[src/sv/ert_pkg.sv]
// Package for the echo reply tracker: payload structs, codes and constants.
// Used by the channel interfaces, ert_front, ert_back and the top level.
package ert_pkg;

    typedef enum logic [1:0] {
        KIND_SEND   = 2'd0,
        KIND_REPLY  = 2'd1,
        KIND_REPORT = 2'd2,
        KIND_NONE   = 2'd3
    } t_kind;

    typedef enum logic [1:0] {
        ST_IGNORED = 2'd0,
        ST_NEW     = 2'd1,
        ST_DUP     = 2'd2,
        ST_UNUSED  = 2'd3
    } t_status;

    localparam logic [2:0] REG_ECHO_ID     = 3'd0;
    localparam logic [2:0] REG_PAYLOAD_LEN = 3'd1;
    localparam logic [2:0] REG_PING_COUNT  = 3'd2;
    localparam logic [2:0] REG_INTERVAL    = 3'd3;
    localparam logic [2:0] REG_TIMEOUT     = 3'd4;

    localparam int          CFG_W         = 32;
    localparam int          CFG_IDX_W     = 3;
    localparam logic [31:0] ALL32         = 32'hFFFF_FFFF;
    localparam logic [31:0] USEC_PER_SEC  = 32'd1000000;
    localparam logic [11:0] ECHO_HDR      = 12'd8;
    localparam logic [10:0] STAMP_BYTES   = 11'd4;
    localparam logic [6:0]  PERCENT       = 7'd100;

    typedef struct packed {
        logic [1:0]  kind;
        logic [15:0] reply_size;
        logic [7:0]  reply_type;
        logic [15:0] reply_id;
        logic [15:0] reply_seq;
        logic [31:0] stamp_us;
        logic [31:0] now_us;
    } t_req;

    typedef struct packed {
        logic [15:0] seq_sent;
        logic [31:0] timer_us;
        logic        timer_finishes;
        logic [1:0]  reply_status;
        logic [31:0] rtt_us;
        logic [31:0] sent_total;
        logic [31:0] received_total;
        logic [31:0] duplicate_total;
        logic [6:0]  loss_percent;
        logic [31:0] rtt_min_us;
        logic [31:0] rtt_avg_us;
        logic [31:0] rtt_max_us;
    } t_rsp;

    // classified request handed from front to back
    typedef struct packed {
        t_kind       kind;
        logic        accept;   // reply passes size/type/id checks
        logic        timed;
        logic [15:0] seq;
        logic [31:0] rtt;
    } t_cmd;

endpackage

[src/sv/ert_req_if.sv]
// Request channel interface of the echo reply tracker.
// Depends on ert_pkg.
interface ert_req_if import ert_pkg::*; ();
    logic valid;
    logic ready;
    t_req data;
    modport source (output valid, output data, input ready);
    modport sink   (input valid, input data, output ready);
endinterface

[src/sv/ert_rsp_if.sv]
// Result channel interface of the echo reply tracker.
// Depends on ert_pkg.
interface ert_rsp_if import ert_pkg::*; ();
    logic valid;
    logic ready;
    t_rsp data;
    modport source (output valid, output data, input ready);
    modport sink   (input valid, input data, output ready);
endinterface

[src/sv/ert_ram.sv]
// Generic single-port-write, single-read RAM with registered read data.
// No dependencies.
module ert_ram #(
    parameter int WIDTH = 1,
    parameter int DEPTH = 512
) (
    input  logic                     i_clk,
    input  logic                     i_we,
    input  logic [$clog2(DEPTH)-1:0] i_waddr,
    input  logic [WIDTH-1:0]         i_wdata,
    input  logic [$clog2(DEPTH)-1:0] i_raddr,
    output logic [WIDTH-1:0]         o_rdata
);
    logic [WIDTH-1:0] r_mem [DEPTH];

    always_ff @(posedge i_clk) begin
        if (i_we) begin
            r_mem[i_waddr] <= i_wdata;
        end
        o_rdata <= r_mem[i_raddr];
    end
endmodule

[src/sv/ert_front.sv]
// Front end: accepts requests, checks replies, computes round trip.
// Depends on ert_pkg; feeds a two-entry queue toward ert_back.
module ert_front import ert_pkg::*; (
    input  logic         i_clk,
    input  logic         i_rst_n,
    ert_req_if.sink      req,
    input  logic [15:0]  i_echo_id,
    input  logic [10:0]  i_payload_len,
    output logic         o_cmd_valid,
    output t_cmd         o_cmd,
    input  logic         i_cmd_pop
);
    t_cmd       r_q [2];
    logic [1:0] r_cnt;
    logic       r_wp, r_rp;
    t_cmd       n_cmd;
    logic       push;

    assign req.ready   = (r_cnt != 2'd2);
    assign push        = req.valid && req.ready;
    assign o_cmd_valid = (r_cnt != 2'd0);
    assign o_cmd       = r_q[r_rp];

    // classify the incoming request
    always_comb begin
        n_cmd.kind   = t_kind'(req.data.kind);
        n_cmd.accept = ({1'b0, req.data.reply_size} >= {6'd0, i_payload_len} + {5'd0, ECHO_HDR})
                       && (req.data.reply_type == 8'd0) && (req.data.reply_id == i_echo_id);
        n_cmd.timed  = (i_payload_len >= STAMP_BYTES);
        n_cmd.seq    = req.data.reply_seq;
        n_cmd.rtt    = n_cmd.timed ? (req.data.now_us - req.data.stamp_us) : 32'd0;
    end

    // queue storage
    always_ff @(posedge i_clk) begin
        if (push) begin
            r_q[r_wp] <= n_cmd;
        end
    end

    // queue pointers
    always_ff @(posedge i_clk) begin
        if (!i_rst_n) begin
            r_cnt <= 2'd0;
            r_wp  <= 1'b0;
            r_rp  <= 1'b0;
        end else begin
            if (push) r_wp <= ~r_wp;
            if (i_cmd_pop) r_rp <= ~r_rp;
            r_cnt <= r_cnt + {1'b0, push} - {1'b0, i_cmd_pop};
        end
    end

`ifndef SYNTHESIS
    a_no_pop_empty: assert property (@(posedge i_clk) disable iff (!i_rst_n)
        i_cmd_pop |-> r_cnt != 2'd0) else $error("pop from empty queue");
    a_cnt_bound: assert property (@(posedge i_clk) disable iff (!i_rst_n)
        r_cnt != 2'd3) else $error("queue count overflow");
    a_full_stall: assert property (@(posedge i_clk) disable iff (!i_rst_n)
        r_cnt == 2'd2 && !i_cmd_pop |=> r_cnt == 2'd2) else $error("full queue lost entry");
`endif
endmodule

[src/sv/ert_div.sv]
// Serial restoring divider, 64-bit dividend by 33-bit divisor, one bit a cycle.
// Depends on nothing; used by ert_back for loss and average.
module ert_div (
    input  logic        i_clk,
    input  logic        i_rst_n,
    input  logic        i_start,
    input  logic [63:0] i_num,
    input  logic [32:0] i_den,
    output logic        o_busy,
    output logic [63:0] o_quo
);
    logic [63:0] r_quo;
    logic [33:0] r_rem;
    logic [32:0] r_den;
    logic [6:0]  r_cnt;
    logic [33:0] trial;
    logic [34:0] diff;

    assign o_busy = (r_cnt != 7'd0);
    assign o_quo  = r_quo;
    assign trial  = {r_rem[32:0], r_quo[63]};
    assign diff   = {1'b0, trial} - {2'b0, r_den};

    // shift in one dividend bit per cycle
    always_ff @(posedge i_clk) begin
        if (!i_rst_n) begin
            r_cnt <= 7'd0;
        end else if (i_start) begin
            r_cnt <= 7'd64;
            r_quo <= i_num;
            r_rem <= 34'd0;
            r_den <= i_den;
        end else if (o_busy) begin
            r_cnt <= r_cnt - 7'd1;
            if (!diff[34]) begin
                r_rem <= diff[33:0];
                r_quo <= {r_quo[62:0], 1'b1};
            end else begin
                r_rem <= trial;
                r_quo <= {r_quo[62:0], 1'b0};
            end
        end
    end
endmodule

[src/sv/ert_back.sv]
// Back end: seen map read-modify-write, counters, timers and report division.
// Depends on ert_pkg, ert_ram and ert_div.
module ert_back import ert_pkg::*; #(
    parameter int TRACK_BITS = 512
) (
    input  logic         i_clk,
    input  logic         i_rst_n,
    input  logic         i_cmd_valid,
    input  t_cmd         i_cmd,
    output logic         o_cmd_pop,
    input  logic [15:0]  i_ping_count,
    input  logic [31:0]  i_interval_us,
    input  logic [31:0]  i_timeout_us,
    ert_rsp_if.source    rsp
);
    localparam int AW = $clog2(TRACK_BITS);
    localparam int CW = (AW > 16) ? AW : 16;

    typedef enum logic [2:0] {
        S_CLEAR, S_IDLE, S_READ, S_UPD, S_DIV1, S_DIV2, S_OUT
    } t_state;

    t_state        r_state;
    t_cmd          r_cmd;
    logic [31:0]   r_sent, r_recv, r_dup, r_least, r_most;
    logic [63:0]   r_sum;
    logic          r_ok;
    logic [6:0]    r_loss;
    t_rsp          r_rsp;
    t_rsp          r_work;
    logic          r_valid;
    logic [AW-1:0] r_clr;

    t_rsp          n_work;
    t_rsp          n_rsp;
    logic          we;
    logic [AW-1:0] waddr, raddr;
    logic          wdata, rdata;
    logic          div_start, div_busy;
    logic [63:0]   div_num, div_quo;
    logic [32:0]   div_den;
    logic [63:0]   sum_add;
    logic [32:0]   cnt;
    logic [32:0]   sent_p1;
    logic [12:0]   secs;
    logic [51:0]   fin_t;
    logic [31:0]   fin_timer;

    assign rsp.valid = r_valid;
    assign rsp.data  = r_rsp;
    assign raddr     = AW'(CW'(r_cmd.seq));
    assign cnt       = {1'b0, r_recv} + {1'b0, r_dup};
    assign sent_p1   = {1'b0, r_sent} + 33'd1;
    assign sum_add   = r_sum + {32'd0, r_cmd.rtt};
    assign secs      = r_most[31:19];
    assign fin_t     = {39'd0, secs} * {20'd0, USEC_PER_SEC};
    assign fin_timer = (fin_t[51:32] != 20'd0) ? ALL32 :
                       (fin_t[31:0] == 32'd0) ? USEC_PER_SEC : fin_t[31:0];

    ert_ram #(.WIDTH(1), .DEPTH(TRACK_BITS)) u_seen (
        .i_clk, .i_we(we), .i_waddr(waddr), .i_wdata(wdata),
        .i_raddr(raddr), .o_rdata(rdata)
    );

    ert_div u_div (
        .i_clk, .i_rst_n, .i_start(div_start), .i_num(div_num), .i_den(div_den),
        .o_busy(div_busy), .o_quo(div_quo)
    );

    // seen map write and divider launch
    always_comb begin
        we        = 1'b0;
        waddr     = AW'(CW'(r_sent[15:0]));
        wdata     = 1'b0;
        div_start = 1'b0;
        div_num   = {32'd0, r_sent - r_recv} * 64'd100;
        div_den   = {1'b0, r_sent};
        if (r_state == S_CLEAR) begin
            we = 1'b1; waddr = r_clr;
        end else if (r_state == S_UPD && r_cmd.kind == KIND_SEND) begin
            we = 1'b1;
        end else if (r_state == S_UPD && r_cmd.kind == KIND_REPLY && r_cmd.accept
                     && !rdata) begin
            we = 1'b1; waddr = raddr; wdata = 1'b1;
        end
        if (r_state == S_READ && r_cmd.kind == KIND_REPORT) div_start = 1'b1;
        if (r_state == S_DIV1 && !div_busy) begin
            div_start = 1'b1;
            div_num   = r_sum;
            div_den   = cnt;
        end
    end

    // build the per-kind fields, then add the totals on the way out
    always_comb begin
        n_work = r_work;
        if (r_state == S_UPD) begin
            n_work = '0;
            if (r_cmd.kind == KIND_SEND) begin
                n_work.seq_sent = r_sent[15:0];
                if (sent_p1 < {17'd0, i_ping_count}) begin
                    n_work.timer_us = i_interval_us;
                end else begin
                    n_work.timer_finishes = 1'b1;
                    n_work.timer_us = (r_recv != 32'd0) ? fin_timer : i_timeout_us;
                end
            end else if (r_cmd.kind == KIND_REPLY && r_cmd.accept) begin
                n_work.rtt_us       = r_cmd.rtt;
                n_work.reply_status = rdata ? ST_DUP : ST_NEW;
            end
        end else if (r_state == S_DIV2 && !div_busy) begin
            n_work = '0;
            n_work.loss_percent = r_loss;
            n_work.rtt_avg_us   = !r_ok ? 32'd0 :
                (div_quo[63:32] != 32'd0) ? ALL32 : div_quo[31:0];
        end
        n_rsp                 = r_work;
        n_rsp.sent_total      = r_sent;
        n_rsp.received_total  = r_recv;
        n_rsp.duplicate_total = r_dup;
        n_rsp.rtt_min_us      = r_least;
        n_rsp.rtt_max_us      = r_most;
    end

    assign o_cmd_pop = (r_state == S_IDLE) && i_cmd_valid;

    // sequencer, state and result register
    always_ff @(posedge i_clk) begin
        if (!i_rst_n) begin
            r_state <= S_CLEAR;
            r_clr   <= '0;
            r_valid <= 1'b0;
            r_sent  <= 32'd0;
            r_recv  <= 32'd0;
            r_dup   <= 32'd0;
            r_sum   <= 64'd0;
            r_least <= ALL32;
            r_most  <= 32'd0;
        end else begin
            // load the result register only once the previous one is taken
            if (r_state == S_OUT && (!r_valid || rsp.ready)) begin
                r_valid <= 1'b1;
                r_rsp   <= n_rsp;
            end else if (rsp.valid && rsp.ready) begin
                r_valid <= 1'b0;
            end
            r_work <= n_work;
            unique case (r_state)
                S_CLEAR: begin
                    r_clr <= r_clr + AW'(1);
                    if (r_clr == AW'(TRACK_BITS - 1)) r_state <= S_IDLE;
                end
                S_IDLE: begin
                    if (i_cmd_valid) begin
                        r_cmd   <= i_cmd;
                        r_state <= S_READ;
                    end
                end
                S_READ: begin
                    r_ok <= (r_sent != 32'd0) && (r_recv < r_sent);
                    r_state <= (r_cmd.kind == KIND_REPORT) ? S_DIV1 : S_UPD;
                end
                S_UPD: begin
                    unique case (r_cmd.kind)
                        KIND_SEND: begin
                            if (r_sent != ALL32) r_sent <= r_sent + 32'd1;
                        end
                        KIND_REPLY: begin
                            if (r_cmd.accept) begin
                                if (r_cmd.timed) begin
                                    r_sum <= (sum_add < r_sum) ? '1 : sum_add;
                                    if (r_cmd.rtt < r_least) r_least <= r_cmd.rtt;
                                    if (r_cmd.rtt > r_most) r_most <= r_cmd.rtt;
                                end
                                if (rdata) begin
                                    if (r_dup != ALL32) r_dup <= r_dup + 32'd1;
                                end else begin
                                    if (r_recv != ALL32) r_recv <= r_recv + 32'd1;
                                end
                            end
                        end
                        default: begin
                        end
                    endcase
                    r_state <= S_OUT;
                end
                S_DIV1: begin
                    if (!div_busy) begin
                        r_loss  <= r_ok ? div_quo[6:0] : 7'd0;
                        r_ok    <= (r_least != ALL32) && (cnt != 33'd0);
                        r_state <= S_DIV2;
                    end
                end
                S_DIV2: begin
                    if (!div_busy) begin
                        r_state <= S_OUT;
                    end
                end
                S_OUT: begin
                    if (!r_valid || rsp.ready) begin
                        r_state <= S_IDLE;
                    end
                end
                default: r_state <= S_IDLE;
            endcase
        end
    end

`ifndef SYNTHESIS
    a_pop_idle: assert property (@(posedge i_clk) disable iff (!i_rst_n)
        o_cmd_pop |=> r_state == S_READ) else $error("pop without load");
    a_min_max: assert property (@(posedge i_clk) disable iff (!i_rst_n)
        r_least != ALL32 |-> r_least <= r_most) else $error("min above max");
    a_div_idle: assert property (@(posedge i_clk) disable iff (!i_rst_n)
        div_busy |-> r_state == S_DIV1 || r_state == S_DIV2) else $error("stray divide");
`endif
endmodule

[src/sv/echo_reply_tracker.sv]
// Top level of the echo reply tracker: configuration registers, front, back.
// Depends on ert_pkg, ert_req_if, ert_rsp_if, ert_front, ert_back.
//
//  channel | dir | payload
//  req     | in  | kind, reply fields, stamp and arrival time
//  rsp     | out | send, reply, report fields and totals
//  cfg     | in  | i_cfg_we, i_cfg_idx, i_cfg_data
//
// Send and reply requests pass the back end as queue pop, map read, update and
// result register; the registered seen map read needs its own read state.
// Reports run two serial divisions, loss then average, before the result.
// After reset the back end clears all TRACK_BITS (default 512) seen map entries.
// The front queue holds two requests; a stalled result blocks input once it fills.
module echo_reply_tracker import ert_pkg::*; #(
    parameter int TRACK_BITS = 512
) (
    input  logic                 i_clk,
    input  logic                 i_rst_n,
    ert_req_if.sink              req,
    ert_rsp_if.source            rsp,
    input  logic                 i_cfg_we,
    input  logic [CFG_IDX_W-1:0] i_cfg_idx,
    input  logic [CFG_W-1:0]     i_cfg_data
);
    logic [15:0] r_echo_id, r_ping_count;
    logic [10:0] r_payload_len;
    logic [31:0] r_interval, r_timeout;
    logic        cmd_valid, cmd_pop;
    t_cmd        cmd;

    // hold configuration registers
    always_ff @(posedge i_clk) begin
        if (!i_rst_n) begin
            r_echo_id     <= 16'd83;
            r_payload_len <= 11'd4;
            r_ping_count  <= 16'd3;
            r_interval    <= 32'd1000000;
            r_timeout     <= 32'd1000000;
        end else if (i_cfg_we) begin
            unique case (i_cfg_idx)
                REG_ECHO_ID:     r_echo_id     <= i_cfg_data[15:0];
                REG_PAYLOAD_LEN: r_payload_len <= i_cfg_data[10:0];
                REG_PING_COUNT:  r_ping_count  <= i_cfg_data[15:0];
                REG_INTERVAL:    r_interval    <= i_cfg_data;
                REG_TIMEOUT:     r_timeout     <= i_cfg_data;
                default: begin
                end
            endcase
        end
    end

    ert_front u_front (
        .i_clk, .i_rst_n, .req,
        .i_echo_id(r_echo_id), .i_payload_len(r_payload_len),
        .o_cmd_valid(cmd_valid), .o_cmd(cmd), .i_cmd_pop(cmd_pop)
    );

    ert_back #(.TRACK_BITS(TRACK_BITS)) u_back (
        .i_clk, .i_rst_n,
        .i_cmd_valid(cmd_valid), .i_cmd(cmd), .o_cmd_pop(cmd_pop),
        .i_ping_count(r_ping_count), .i_interval_us(r_interval),
        .i_timeout_us(r_timeout), .rsp
    );
endmodule
[src/flat_wrapper.sv]
// flat-port wrapper written by rule: the top's interface ports become plain ports
module echo_reply_tracker_flat import ert_pkg::*;
#(
    parameter int TRACK_BITS = 512
)
  (i_clk, i_rst_n, i_cfg_we, i_cfg_idx, i_cfg_data, req_valid, req_data, req_ready, rsp_valid, rsp_data, rsp_ready);
  ert_req_if req_i ();
  ert_rsp_if rsp_i ();
  input  logic i_clk;
  input  logic i_rst_n;
  input  logic i_cfg_we;
  input  logic [CFG_IDX_W-1:0] i_cfg_idx;
  input  logic [CFG_W-1:0] i_cfg_data;
  input wire logic [$bits(req_i.valid)-1:0] req_valid;
  input wire logic [$bits(req_i.data)-1:0] req_data;
  output wire logic [$bits(req_i.ready)-1:0] req_ready;
  output wire logic [$bits(rsp_i.valid)-1:0] rsp_valid;
  output wire logic [$bits(rsp_i.data)-1:0] rsp_data;
  input wire logic [$bits(rsp_i.ready)-1:0] rsp_ready;
  assign req_i.valid = req_valid;
  assign req_i.data = req_data;
  assign req_ready = req_i.ready;
  assign rsp_valid = rsp_i.valid;
  assign rsp_data = rsp_i.data;
  assign rsp_i.ready = rsp_ready;
  echo_reply_tracker #(.TRACK_BITS(TRACK_BITS)) u_core (.i_clk(i_clk), .i_rst_n(i_rst_n), .req(req_i), .rsp(rsp_i), .i_cfg_we(i_cfg_we), .i_cfg_idx(i_cfg_idx), .i_cfg_data(i_cfg_data));
endmodule
[config.mk]
export PLATFORM = sky130hd
export DESIGN_NAME = echo_reply_tracker_flat
export DESIGN_NICKNAME = d
export VERILOG_FILES = /design/src/sv/ert_pkg.sv /design/src/sv/ert_req_if.sv /design/src/sv/ert_rsp_if.sv /design/src/sv/ert_ram.sv /design/src/sv/ert_front.sv /design/src/sv/ert_div.sv /design/src/sv/ert_back.sv /design/src/sv/echo_reply_tracker.sv /design/src/flat_wrapper.sv
export SDC_FILE = /design/constraint.sdc
export NUM_CORES = 2
export LEC_CHECK = 0
export ABC_AREA = 1
export ABC_CLOCK_PERIOD_IN_PS = 32299
export BUFFER_PORTS_ARGS = -buffer_cell sky130_fd_sc_hd__buf_2
export CAP_MARGIN = 20
export CORE_ASPECT_RATIO = 1.4
export CORE_MARGIN = 3
export CORE_UTILIZATION = 60
export DETAILED_ROUTE_END_ITERATION = 7
export PLACE_DENSITY_LB_ADDON = 0.08
export REMOVE_ABC_BUFFERS = 1
export SLEW_MARGIN = 25
export SYNTH_ARGS = -nofsm -noshare
export SYNTH_HDL_FRONTEND = slang
export SYNTH_HIERARCHICAL = 1
export SYNTH_SLANG_ARGS = --single-unit
[constraint.sdc]
create_clock -name i_clk -period 32.3 [get_ports i_clk]
set_input_delay 6.46 -clock i_clk [delete_from_list [all_inputs] [get_ports i_clk]]
set_output_delay 6.46 -clock i_clk [all_outputs]
set_load 0.01 [all_outputs]
# Yosys cells after proc, flatten, opt, wreduce, memory -nomap -nowiden
# Memories as Yosys holds them, arrays and structs flattened. A register that Yosys moved wholly into a read port is not among the register bits.
# Cells that the tools add are included.
word_totals:
  reg_bits: 897
  ramBits: 616
  input_bits: 162
  output_inout_bits: 284
  word_cells: 202
  mem_count: 2
memory_table:
  columns: ["memory", "words", "width", "rd", "rd_ports_with_merged_regs", "write_ports", "line_no", "source"]
  rows:
  - ["u_core.u_back.u_seen.r_mem", 512, 1, 1, 1, 1, "ert_ram.sv:14", "logic [WIDTH-1:0] r_mem [DEPTH];"]
  - ["u_core.u_front.r_q", 2, 52, 1, 1, 1, "ert_front.sv:13", "t_cmd r_q [2];"]
op_classes:
  addsub: 14
  multipliers: 2
  magnitude_cmp: 7
  n_eq_ne: 24
  mux: 49
  bitwise: 5
  n_reduce_logical: 55
op_table:
  columns: ["cell", "n"]
  rows:
  - ["282-bit 2-to-1 mux", 2]
  - ["32-bit 2-to-1 mux", 8]
  - ["64-bit 2-to-1 mux", 4]
  - ["32-bit inequality test (second input constant)", 4]
  - ["32-bit by 1-bit adder with 32-bit output (second input constant)", 3]
  - ["32-bit nonzero test", 3]
  - ["34-bit 2-to-1 mux", 2]
  - ["33-bit 2-to-1 mux", 2]
  - ["64-bit by 32-bit adder with 64-bit output", 1]
  - ["32-bit < comparator", 2]
  - ["64-bit < comparator", 1]
  - ["32-bit subtractor", 2]
  - ["49-bit 2-to-1 mux", 1]
  - ["32-bit by 5-bit multiplier with 37-bit output (second input constant)", 1]
  - ["34-bit by 33-bit subtractor with 35-bit output", 1]
  - ["32-bit by 1-bit adder with 33-bit output (second input constant)", 1]
  - ["32-bit by 32-bit adder with 33-bit output", 1]
  - ["33-bit by 16-bit < comparator with 1-bit output", 1]
  - ["33-bit nonzero test", 1]
  - ["32-bit greater-than comparator", 1]
  - ["32-bit logical NOT", 1]
  - ["13-bit by 14-bit multiplier with 27-bit output (second input constant)", 1]
  - ["9-bit 2-to-1 mux", 3]
  - ["5-bit AND reduction", 5]
  - ["35 further kinds", 104]

# Longest topological paths before layout
depth:
  ltp_word: 9
  depth_mapped: 38
  mapped_depth_nobuf: 37

# By module
# Netlist, hierarchy kept.
modules_own_cells:
  columns: ["mod", "n_inst", "cells_per_inst", "area_per_inst_um2", "seq_area_each_um2"]
  rows:
  - ["ert_back", 1, 5136, 43380.4, 18467.7]
  - ["ert_ram", 1, 2354, 23252.3, 15394.8]
  - ["ert_div", 1, 1127, 8508.2, 4043.9]
  - ["ert_front", 1, 876, 7362.1, 3223.1]
  - ["echo_reply_tracker", 1, 606, 4300.4, 2142.1]

# Least setup slack after synthesis
# Ideal clock, no wire load.
synth_path:
  path_type: "in2reg"
  startpoint: "input i_rst_n"
  endpoint: "register u_core.u_back.r_rsp (netlist bit u_core/u_back/rsp.data[0]) (enable)"
  setup_ps: 1270
  t_arrival_ps: 25694
  t_required_ps: 31030
  path_slack_ps: 5336
  stages: 3
  path_buffers: 1
  path_cell_list: "inv_2 clkbuf_1 nor3_1"
synth_via:
  elab_chain_cells: 1
synth_rtl:
  columns: ["element", "line_no", "source"]
  rows:
  - ["from (decl)", "flat_wrapper.sv:10", "input logic i_rst_n;"]
  - ["2-bit AND reduction (no source line)", null, null]
  - ["to (signal assigned)", "ert_back.sv:143", "r_rsp <= n_rsp;"]
  - ["to (decl)", "ert_back.sv:29", "t_rsp r_rsp;"]
# Every way passes these cells.
# A chain may end at the register's enable or synchronous reset.

# Final worst setup path
layout_path:
  startpoint: "input i_rst_n"
  endpoint: "register u_core.u_back.u_div.r_quo[57] (netlist: u_core/u_back/u_div/o_quo[57]) (enable)"
layout_via:
  elab_chain_cells: 1
layout_rtl:
  columns: ["element", "line_no", "source"]
  rows:
  - ["2-bit AND reduction (no source line)", null, null]
  - ["to (signal assigned)", "ert_div.sv:30", "r_quo <= i_num;"]
  - ["to (signal assigned)", "ert_div.sv:37", "r_quo <= {r_quo[62:0], 1'b1};"]
  - ["to (signal assigned)", "ert_div.sv:40", "r_quo <= {r_quo[62:0], 1'b0};"]
  - ["to (decl)", "ert_div.sv:12", "logic [63:0] r_quo;"]
# Every way passes these cells.

==> results.cfg <==
[clocking]
cts-resized-gates = 0
htree_levels = 4
path_clk_slew_ns = 0.06
cts_tree = done
numClockSinks = 1546
cts_hold_buf = 0
root_buffer = clkbuf_16
clock_latency_ns = 0.81
postCtsSetupBuffers = 0
cts.path.max_buffers = 3
numCtsBuffers = 151

[route]
drt-pass1-iter-count = 6
ant_nets = 0
drt-wirelength-per-cell_um = 21.8
met1_length_mm = 102
dr.max_layer_used = met5
wl_met2_mm = 128
wl_met3_mm = 22.4
via_per_inst = 5.75
drcViolationCount = 0
drt_iter0_markers = 7344
wl_mm = 271
via_count = 71500

[sta]
finalSetupViolCount = 0
slew_viol_final = 0
tns_ns = 0
hold_ws_ns = 0.411
finClkSkew_ns = 0.0264
min_period_ns = 9.16
fmax_mhz = 109
worstMarginPinSlew_ns = 1.15
post-route-period-util_pct = 28.4
relSlewSlack_pct = 22.9
grt_setup_unrepaired = no
hold_viol_final = 0

[synth]
postSynthCellCount = 10100
mappedNetlistArea_um2 = 86300
ys_warn_count = 6
avgSynthCellArea_um2 = 8.56

[hold_path]
min_path_type = register to register

[die]
design.die.area_um2 = 148000
die_h_um = 455
coreArea_um2 = 143000
rows = 164
start_util_pct = 60.4
io_pins = 446
die_width_um = 327

[power]
vdd_drop_max_v = 0.0000562
p_per_area_nw_per_um2 = 50.3
power_leakage_nw = 41.2

[global_routing]
track_usage_pct = 35.8
grt_max_degree = 250
antenna_found_initial = 21
grt-ovfl-total = 0
grt_pass1_vias = 68100
grt_pass1_wl_mm = 401

[placed_design]
port_buffers = 438
placed_area_um2 = 89800
place_congestion = 0.998
place_inst = 12100
dp_hpwl_mm = 193

[critical_path]
criticalPathCategory = input pin to register
cp.required_ns = 32.74
cp-start-kind = input pin
endpoint_kind = register
arrival_ns = 9.60
path_max_fanout = 188

[layout]
fillers = 12200
seq_area_um2 = 42900
instances_no_fill = 12400
multi_input_area_um2 = 36800
areaGrowthSynthToFinish_pct = 10.0
drive_above_1_share_pct = 9.13
final_cell_area_um2 = 94900
fin_nets = 11100

[outcome]
status = complete, no violations

[flow_run]
cap_violations = 0
==> power breakdown <==
| group | internal [mW] | leakage, nW | switching (mW) |
|---|---|---|---|
| registers | 2.25 | 12.7 | 0.0470 |
| logic | 0.193 | 26.0 | 0.494 |
| clock network | 1.01 | 2.47 | 0.788 |
==> critical path, cell delays in order <==
cell and delay, ns:
clkbuf_8 0.54, buf_12 0.66, inv_1 0.24, a31oi_4 0.20
buf_4 0.54, buf_4 0.68
==> metrics by stage <==
step                      worst slack [ns]  total power, mW  utilization [%]
final                                23.14             4.78             66.5
after global routing                 23.03             4.95             66.5
after CTS                            23.26             4.79             66.4
after detailed placement             22.39             3.00             62.9
after global placement               22.46             2.99             62.9
after floorplan                       5.17             2.78                -
==> path summary, 6_finish.rpt <==
kind	startpoint	to	slack, ns	cells after the start
worst max-delay path	i_rst_n	u_core/u_back/u_div/o_quo[57]	23.14	6
worst max register to register	u_core/u_back/r_sent[0]	u_core/u_back/u_div/o_quo[37]	25.17	34
worst min-delay path	u_core/u_back/n_rsp[233]	u_core/u_back/rsp.data[233]	0.41	0
worst min register to register	u_core/u_back/n_rsp[233]	u_core/u_back/rsp.data[233]	0.41	0
==> area by class of cell <==
type	instances	area share, %
flip-flops and latches	1546	45.1
inverters	1332	5.28
repair buffers	514	2.99
clock inverters	85	0.976
diodes	13	0.0343
clock buffers	194	4.33
well taps	1909	2.52
multi-input cells	6835	38.7
==> layout by cell type, fill, tap and decap left out, types with 14 or more instances in the layout <==
master     count
a21o_1        14
a21oi_1      479
a31oi_1       25
buf_2        437
buf_4         67
clkbuf_1      29
clkbuf_16    154
clkinv_1      16
clkinv_2      27
dfxtp_1      356
edfxtp_1    1189
fa_1          73
ha_1         495
inv_1       1305
inv_2         18
mux2_2        45
nand2_1     2373
nand2_2       37
nand3_1      854
nand3b_1      33
nand4_1       98
nor2_1      1315
nor2_2        23
nor2_4        15
nor3_1       111
nor4_1        53
o21a_1        15
o21ai_0      364
o21bai_1      17
xnor2_1       75
xor2_1       154
==> metal layers <==
| layer | track usage [%] | vias up |
|---|---|---|
| met1 | 44.0 | 33600 |
| met5 | 0 | - |
| met2 | 59.7 | 3369 |
| met3 | 5.55 | 724 |
| li1 | - | 33800 |
| met4 | 21.6 | 6 |
==> registers in the layout (all words and copies together) (netlist names), 33 cells and up, named ones only <==
signal / cells
u_core/u_front/r_q: 90
u_core/u_back/u_div/r_rem: 33
u_core/u_back/u_seen/r_mem: 512
u_core/u_back/u_div/r_den: 33
u_core/u_back/r_sum: 64
u_core/u_back/n_rsp: 122
u_core/u_back/rsp.data: 282
u_core/u_back/r_cmd: 45
u_core/u_back/u_div/o_quo: 64
Note: power is estimated with default switching activity, not from simulation.
